### src/rtl/rmdf_pkg.sv
`default_nettype none
package rmdf_pkg;

	localparam int unsigned SENDER_W     = 32;
	localparam int unsigned SESSION_W    = 16;
	localparam int unsigned SEQ_W        = 32;
	localparam int unsigned HASH_W       = 32;
	localparam int unsigned ID_W         = SENDER_W + SESSION_W + SEQ_W;
	localparam int unsigned ID_BYTES     = ID_W / 8;
	localparam int unsigned BYTES_PER_STEP = 2;
	localparam int unsigned HASH_STEPS   = ID_BYTES / BYTES_PER_STEP;
	localparam int unsigned STEP_CNT_W   = $clog2(HASH_STEPS);
	localparam int unsigned HISTORY_DEPTH_DEF = 48;

	localparam logic [HASH_W-1:0] HASH_SEED = 32'd5381;
	localparam logic [HASH_W-1:0] HASH_ZERO_SUB = 32'd1;

	typedef struct packed {
		logic              done;
		logic [HASH_W-1:0] hash;
	} hash_stat_t;

	typedef struct packed {
		logic              shift;
		logic [HASH_W-1:0] query;
	} cell_ctl_t;

	// one djb2 xor round: h * 33 xor byte, wrapping at 32 bits
	function automatic logic [HASH_W-1:0] hash_step(input logic [HASH_W-1:0] h,
			input logic [7:0] b);
		logic [HASH_W-1:0] mul;
		mul = (h << 5) + h;
		hash_step = mul ^ {{(HASH_W-8){1'b0}}, b};
	endfunction

endpackage
`default_nettype wire

### src/rtl/recent_message_duplicate_filter.sv
// Each item is hashed by the hash unit (two bytes a cycle), then the cells register their
// compares, then the decide state updates the chain and loads the output register, waiting
// there while a stalled result still holds it; the state machine then returns to idle to
// accept the next item. The input is stalled from acceptance until the return to idle.
// The input side may take a new item while a result waits in the output register.
// Reset (arst_n, asynchronous, active low) clears all cell valid bits at once; no clearing pass.
`default_nettype none
module recent_message_duplicate_filter #(
	parameter int unsigned HISTORY_DEPTH = rmdf_pkg::HISTORY_DEPTH_DEF
) (
	input  wire logic                            clk,
	input  wire logic                            arst_n,
	input  wire logic                            in_valid,
	output logic                                 in_stall,
	input  wire logic [rmdf_pkg::SENDER_W-1:0]   node_id,
	input  wire logic [rmdf_pkg::SESSION_W-1:0]  conv_id,
	input  wire logic [rmdf_pkg::SEQ_W-1:0]      sequence_number,
	output logic                                 out_valid,
	input  wire logic                            out_stall,
	output logic                                 is_repeat,
	output logic [rmdf_pkg::HASH_W-1:0]          message_hash
);

	typedef enum logic [1:0] {
		ST_IDLE,
		ST_HASH,
		ST_DECIDE
	} state_t;

	state_t                      state_q;
	logic                        out_valid_q;
	logic                        is_repeat_q;
	logic [rmdf_pkg::HASH_W-1:0] message_hash_q;

	rmdf_pkg::hash_stat_t        hstat;
	rmdf_pkg::cell_ctl_t         cctl;
	logic                        start;
	logic                        any_hit;
	logic                        out_free;

	logic                        valid_chain [HISTORY_DEPTH+1];
	logic [rmdf_pkg::HASH_W-1:0] entry_chain [HISTORY_DEPTH+1];
	logic [HISTORY_DEPTH-1:0]    hits;

	assign start    = in_valid && (state_q == ST_IDLE);
	assign in_stall = (state_q != ST_IDLE);
	assign out_free = !out_valid_q || !out_stall;
	assign any_hit  = |hits;

	assign cctl.shift = (state_q == ST_DECIDE) && out_free && !any_hit;
	assign cctl.query = hstat.hash;

	rmdf_hash u_hash (
		.clk             (clk),
		.arst_n          (arst_n),
		.start           (start),
		.node_id         (node_id),
		.conv_id         (conv_id),
		.sequence_number (sequence_number),
		.stat            (hstat)
	);

	// newest hash enters at the head of the chain
	assign valid_chain[0] = 1'b1;
	assign entry_chain[0] = hstat.hash;

	for (genvar i = 0; i < HISTORY_DEPTH; i++) begin : g_cell
		rmdf_cell u_cell (
			.clk         (clk),
			.arst_n      (arst_n),
			.ctl         (cctl),
			.prev_valid  (valid_chain[i]),
			.prev_entry  (entry_chain[i]),
			.entry_valid (valid_chain[i+1]),
			.entry       (entry_chain[i+1]),
			.hit         (hits[i])
		);
	end

	always_ff @(posedge clk or negedge arst_n) begin
		if (!arst_n) begin
			state_q     <= ST_IDLE;
			out_valid_q <= 1'b0;
		end else begin
			if (out_valid_q && !out_stall) begin
				out_valid_q <= 1'b0;
			end
			case (state_q)
				ST_IDLE: begin
					if (start) begin
						state_q <= ST_HASH;
					end
				end
				ST_HASH: begin
					// cell compares register at this edge against the final hash
					if (hstat.done) begin
						state_q <= ST_DECIDE;
					end
				end
				ST_DECIDE: begin
					if (out_free) begin
						out_valid_q <= 1'b1;
						state_q     <= ST_IDLE;
					end
				end
				default: begin
					state_q <= ST_IDLE;
				end
			endcase
		end
	end

	always_ff @(posedge clk) begin
		if (state_q == ST_DECIDE && out_free) begin
			is_repeat_q    <= any_hit;
			message_hash_q <= hstat.hash;
		end
	end

	assign out_valid    = out_valid_q;
	assign is_repeat    = is_repeat_q;
	assign message_hash = message_hash_q;

endmodule
`default_nettype wire

### src/rtl/rmdf_hash.sv
`default_nettype none
module rmdf_hash (
	input  wire logic                            clk,
	input  wire logic                            arst_n,
	input  wire logic                            start,
	input  wire logic [rmdf_pkg::SENDER_W-1:0]   node_id,
	input  wire logic [rmdf_pkg::SESSION_W-1:0]  conv_id,
	input  wire logic [rmdf_pkg::SEQ_W-1:0]      sequence_number,
	output rmdf_pkg::hash_stat_t                 stat
);

	logic [rmdf_pkg::ID_W-1:0]       bytes_q;
	logic [rmdf_pkg::HASH_W-1:0]     h_q;
	logic [rmdf_pkg::HASH_W-1:0]     h_next;
	logic [rmdf_pkg::STEP_CNT_W-1:0] cnt_q;
	logic                            busy_q;
	logic                            done_q;

	// two bytes per cycle, lowest byte first
	always_comb begin
		h_next = rmdf_pkg::hash_step(rmdf_pkg::hash_step(h_q, bytes_q[7:0]), bytes_q[15:8]);
	end

	always_ff @(posedge clk or negedge arst_n) begin
		if (!arst_n) begin
			busy_q <= 1'b0;
			done_q <= 1'b0;
			cnt_q  <= '0;
		end else begin
			done_q <= 1'b0;
			if (start) begin
				busy_q <= 1'b1;
				cnt_q  <= '0;
			end else if (busy_q) begin
				cnt_q <= cnt_q + 1'b1;
				if (cnt_q == rmdf_pkg::STEP_CNT_W'(rmdf_pkg::HASH_STEPS - 1)) begin
					busy_q <= 1'b0;
					done_q <= 1'b1;
				end
			end
		end
	end

	always_ff @(posedge clk) begin
		if (start) begin
			bytes_q <= {sequence_number, conv_id, node_id};
			h_q     <= rmdf_pkg::HASH_SEED;
		end else if (busy_q) begin
			bytes_q <= bytes_q >> 16;
			// a zero hash is reserved for empty entries
			if (cnt_q == rmdf_pkg::STEP_CNT_W'(rmdf_pkg::HASH_STEPS - 1) && h_next == '0) begin
				h_q <= rmdf_pkg::HASH_ZERO_SUB;
			end else begin
				h_q <= h_next;
			end
		end
	end

	assign stat.done = done_q;
	assign stat.hash = h_q;

endmodule
`default_nettype wire

### src/rtl/rmdf_cell.sv
`default_nettype none
module rmdf_cell (
	input  wire logic                         clk,
	input  wire logic                         arst_n,
	input  wire rmdf_pkg::cell_ctl_t          ctl,
	input  wire logic                         prev_valid,
	input  wire logic [rmdf_pkg::HASH_W-1:0]  prev_entry,
	output logic                              entry_valid,
	output logic [rmdf_pkg::HASH_W-1:0]       entry,
	output logic                              hit
);

	logic                        valid_q;
	logic [rmdf_pkg::HASH_W-1:0] entry_q;
	logic                        hit_q;

	always_ff @(posedge clk or negedge arst_n) begin
		if (!arst_n) begin
			valid_q <= 1'b0;
			hit_q   <= 1'b0;
		end else begin
			if (ctl.shift) begin
				valid_q <= prev_valid;
			end
			hit_q <= valid_q && (entry_q == ctl.query);
		end
	end

	// take the neighbor's entry on insert; the oldest falls off the far end
	always_ff @(posedge clk) begin
		if (ctl.shift) begin
			entry_q <= prev_entry;
		end
	end

	assign entry_valid = valid_q;
	assign entry       = entry_q;
	assign hit         = hit_q;

endmodule
`default_nettype wire

### config.mk
export PLATFORM = sky130hd
export DESIGN_NAME = recent_message_duplicate_filter
export DESIGN_NICKNAME = d
export VERILOG_FILES = /design/src/rtl/rmdf_pkg.sv /design/src/rtl/recent_message_duplicate_filter.sv /design/src/rtl/rmdf_hash.sv /design/src/rtl/rmdf_cell.sv
export SDC_FILE = /design/constraint.sdc
export NUM_CORES = 2
export LEC_CHECK = 0
export BUFFER_PORTS_ARGS = -buffer_cell sky130_fd_sc_hd__buf_2
export CELL_PAD_IN_SITES_DETAIL_PLACEMENT = 1
export CELL_PAD_IN_SITES_GLOBAL_PLACEMENT = 1
export CORE_AREA = 3 3 378 380
export DETAILED_ROUTE_END_ITERATION = 6
export DIE_AREA = 0 0 381 383
export GPL_TIMING_DRIVEN = 1
export PLACE_DENSITY = 0.85
export SYNTH_ARGS = -nofsm -noshare
export SYNTH_HDL_FRONTEND = slang
export SYNTH_SLANG_ARGS = --single-unit
### constraint.sdc
create_clock -name clk -period 56.5 [get_ports clk]
set_clock_uncertainty 0.1 [all_clocks]
set_input_delay 16.95 -clock clk [delete_from_list [all_inputs] [get_ports clk]]
set_output_delay 16.95 -clock clk [all_outputs]
set_load 0.01 [all_outputs]
==> insert_results.sql <==
INSERT INTO impl_metrics (metric_group, metric, value, unit) VALUES
('run', 'drv.max_cap_violation_count', '0', ''),
('sta', 'final-setup-viol-count', '0', ''),
('clocking', 'cts_resized', '0', ''),
('route', 'detailed_router_iteration_count_before_antenna_repair', '6', ''),
('worst_setup_path', 'most_common_cell_type_on_the_critical_path', 'buf_12', ''),
('sta', 'final.min_clock_period', '21660', 'ps'),
('layout', 'drive_gt1_share', '10.4', '%'),
('worst_setup_path', 'timing.critical_path.to_type', 'register', ''),
('worst_setup_path', 'crit_end', 'g_cell[44].u_cell.entry_valid', ''),
('clocking', 'clock_tree.root_cell', 'clkbuf_16', ''),
('global_routing', 'grt.total_usage', '32.0', '%'),
('clocking', 'post_cts.repair.setup_buffers', '0', ''),
('yosys', 'synth.ff_latch_count', '1785', ''),
('clocking', 'holdBufCountCts', '0', ''),
('worst_setup_path', 'worst_r2r_endpoint', 'g_cell[44].u_cell.entry_valid', ''),
('yosys', 'synth_edf_count', '1649', ''),
('yosys', 'synth_flop_cell', 'edfxtp_1', ''),
('sta', 'slew-limit-headroom', '17.3', '%'),
('sta', 'fin_crit_sh', '38.3', '%'),
('route', 'final_antenna_net_count', '0', ''),
('worst_setup_path', 'path_class', 'input pin to register', ''),
('global_routing', 'first_global_vias', '47541', ''),
('yosys', 'synth_seq_area_share', '70.0', '%'),
('yosys', 'synthesis.area', '75400', 'sq um'),
('yosys', 'postSynthCellCount', '4859', ''),
('power_and_ir_drop', 'vdd.ir_drop.worst', '0.0666', 'mV'),
('placement', 'place.gp.congestion', '0.882', ''),
('floorplanning', 'num_io_pins', '119', ''),
('global_routing', 'globalRouteOverflowTotal', '0', ''),
('worst_setup_path', 'peak_fanout_along_the_critical_path', '198', ''),
('floorplanning', 'die_y', '383', 'um'),
('sta', 'finalHoldWorstSlack', '363', 'ps'),
('power_and_ir_drop', 'total_leakage_power', '26.7', 'nW'),
('power_and_ir_drop', 'power_density', '60.5', 'nW/um^2'),
('worst_setup_path', 'critical_path_arrival', '22250', 'ps'),
('worst_setup_path', 'cp_slowest_cell', 'buf_4', ''),
('sta', 'drv_slew', '0', ''),
('sta', 'timing.final.hold_violations', '0', ''),
('route', 'post_drt_wl_per_cell', '33.5', 'um'),
('worst_setup_path', 'worst_ep_required_time', '57090', 'ps'),
('yosys', 'post_synthesis_async_set_or_reset_flop_share', '5.83', '%'),
('placement', 'io_port_bufs', '118', ''),
('worst_setup_path', 'worst-r2r-cell-count', '9', ''),
('floorplanning', 'coreArea', '140000', 'sq um'),
('global_routing', 'grt_start_max_net_pins', '208', ''),
('sta', 'fin_setup_tns', '0', 'ps'),
('worst_setup_path', 'critical_path.reg2reg.startpoint', 'g_cell[42].u_cell.hit', ''),
('yosys', 'avgSynthCellArea', '15.5', 'sq um'),
('sta', 'slew_at_the_pin_closest_to_its_max_slew_limit', '1230', 'ps'),
('outcome', 'run_status', 'complete, no violations', ''),
('yosys', 'yosysWarningCount', '0', ''),
('route', 'vias', '44311', ''),
('yosys', 'syn_nets', '4993', ''),
('clocking', 'clock_latency_of_the_later_clocked_register_in_the_worst_skew_pair', '840', 'ps'),
('floorplanning', 'die_area', '146000', 'sq um'),
('route', 'detail_route.drc_violations', '0', ''),
('global_routing', 'number_of_antenna_violations_at_the_first_check_in_global_routing', '15', ''),
('clocking', 'cts-buffers-inserted', '174', ''),
('sta', 'clock.fmax', '46.2', 'MHz'),
('clocking', 'cts.clk_slew.worst_paths', '70', 'ps'),
('route', 'finalWirelength', '235', 'mm'),
('route', 'drt_iter0_drc', '6199', ''),
('worst_hold_path', 'worst_min_delay_path_category', 'register to register', ''),
('floorplanning', 'initial_utilization', '54.1', '%'),
('sta', 'setup_repair_after_global_routing_missed_its_margin', 'false', ''),
('clocking', 'ctsLongestPathBuffers', '3', ''),
('layout', 'final_net_count', '5121', ''),
('worst_setup_path', 'max_stage_delay', '890', 'ps'),
('layout', 'area_growth_syn_to_layout', '10.9', '%'),
('global_routing', 'grt_first_pass_wirelength', '337', 'mm'),
('worst_setup_path', 'worst_setup_path_startpoint', 'out_stall', ''),
('worst_setup_path', 'timing.reg2reg.setup_slack', '48650', 'ps'),
('floorplanning', 'fp-row-count', '137', ''),
('worst_setup_path', 'startpoint_type_of_the_worst_setup_path', 'input pin', ''),
('yosys', 'netlist-cell-type-count', '77', ''),
('placement', 'dp.final_hpwl', '144', 'mm'),
('clocking', 'cts.htree.levels', '4', ''),
('route', 'vias_per_cell', '6.31', ''),
('clocking', 'tritoncts_clock_tree', 'yes', ''),
('clocking', 'cts_sinks', '1785', ''),
('worst_setup_path', 'path_cells', 'buf_2 -> a21oi_4 -> nor2b_4 -> buf_12 -> buf_12 -> buf_12 -> buf_4 -> mux2_2', ''),
('floorplanning', 'die_x', '381', 'um');
-- kinds of logic after synthesis --
| family | synth area share (%) |
|---|---|
| fa+ha+maj | 0.904 |
| simple gates | 6.64 |
| buf+inv | 1.37 |
| flops | 70.0 |
| compound gates | 1.58 |
| mux | 1.01 |
| xor+xnor | 18.5 |
-- how the worst min path moves through the flow --
| stage | start | end | slack, ps | depth (start not counted) |
|---|---|---|---|---|
| after global routing | g_cell[0].u_cell.entry[25] | g_cell[1].u_cell.entry[25] | 370 | 0 |
| after CTS | g_cell[12].u_cell.entry[10] | g_cell[13].u_cell.entry[10] | 360 | 0 |
| final | g_cell[19].u_cell.entry[17] | g_cell[20].u_cell.entry[17] | 360 | 0 |
| after floorplan | u_hash.h_q[31] | g_cell[0].u_cell.entry[31] | 320 | 0 |
| after detailed placement | g_cell[21].u_cell.entry[12] | g_cell[22].u_cell.entry[12] | 350 | 0 |
| after global placement | g_cell[21].u_cell.entry[12] | g_cell[22].u_cell.entry[12] | 340 | 0 |
-- state kept, by name, indices dropped and copies added, names as in the netlist --
register and flops:
g_cell.u_cell.entry 1536, g_cell.u_cell.entry_valid 48, g_cell.u_cell.hit 48, is_repeat 1, message_hash 32, out_valid 1
state_q 2, u_hash.busy_q 1, u_hash.bytes_q 80, u_hash.cnt_q 3, u_hash.done_q 1, u_hash.h_q 32
-- per-stage QoR --
step / util [%] / std cells / power (mW) / area, sq um / worst slack [ps]
final: 60.0 / 7019 / 5.06 / 83700 / 34840
after global routing: 59.9 / 7011 / 5.26 / 83600 / 34640
after CTS: 59.9 / 7010 / 5.03 / 83600 / 35070
after detailed placement: 56.0 / 6687 / 3.83 / 78200 / 34170
after global placement: 56.0 / 6687 / 3.72 / 78200 / 34330
after floorplan: - / 4859 / 3.22 / 75400 / 14530
-- Yosys cell counts (all sizes together), types with 4 or more instances --
cell,instances,area share (%)
nand3,62,0.41
ha,48,0.80
clkbuf,115,0.57
nand4,330,2.7
mux2,47,0.70
edfxtp,1649,66
a211oi,10,0.10
a21oi,49,0.34
o21ai,20,0.13
nand2b,6,0.050
maj3,4,0.055
and4,5,0.058
and3,24,0.20
nor2,50,0.25
a21o,25,0.25
or2,6,0.050
xor2,274,3.2
o211ai,7,0.076
xnor2,1321,15
nor3b,4,0.040
inv,35,0.17
o21bai,7,0.075
dfrtp,104,3.5
mux2i,23,0.31
and2,6,0.056
nand2,232,1.2
nor3,9,0.060
nor4,168,1.4
o21a,5,0.060
buf,116,0.62
dfxtp,32,0.85
or3,6,0.050
a31oi,8,0.075
-- cells in the final DEF, fill, tap and decap left out, types with 18 or more instances in the layout --
cell / n
a21o_1: 25
mux2_2: 47
ha_1: 48
nand3_1: 62
clkbuf_1: 54
edfxtp_1: 1649
o21ai_0: 18
xor2_1: 274
and3_1: 23
nand4_1: 329
a21oi_1: 46
nor2_1: 50
inv_1: 35
nor4_1: 167
buf_2: 117
clkinv_1: 27
mux2i_1: 23
clkinv_2: 29
xnor2_1: 1320
dfrtp_1: 103
dfxtp_4: 32
nand2_1: 231
clkbuf_16: 177
buf_4: 59
-- critical path: cells and delay by family --
| family | cells | cell delay, ps |
|---|---|---|
| and+or+nand+nor | 1 | 800 |
| muxes | 1 | 420 |
| buffers and inverters | 5 | 3460 |
| AOI/OAI and AO/OA | 1 | 190 |
-- report_power, final --
| part | switching [mW] | leakage (nW) | internal (mW) |
|---|---|---|---|
| clock | 0.524 | 2.67 | 0.624 |
| sequential | 0.192 | 16.6 | 1.56 |
| combinational | 1.34 | 7.43 | 0.827 |
-- area by class of cell --
cell class | instances | area [sq um]
multi-input combinational | 2808 | 21700
fill | 12697 | 55900
inverter | 35 | 131
clock inverter | 76 | 602
sequential | 1785 | 52900
antenna | 9 | 22.5
clock buffer | 247 | 4850
tap | 1876 | 2350
timing repair buffer | 183 | 1160
-- layer usage --
metal  wire length [um]  up-vias  GRT usage [%]
li1                   -    17981              -
met1              83000    22716           39.1
met2             116000     2874           54.6
met3              22700      724           6.94
met4              12800       16           15.0
met5                112        -              0
(Power assumes the default switching activity.)
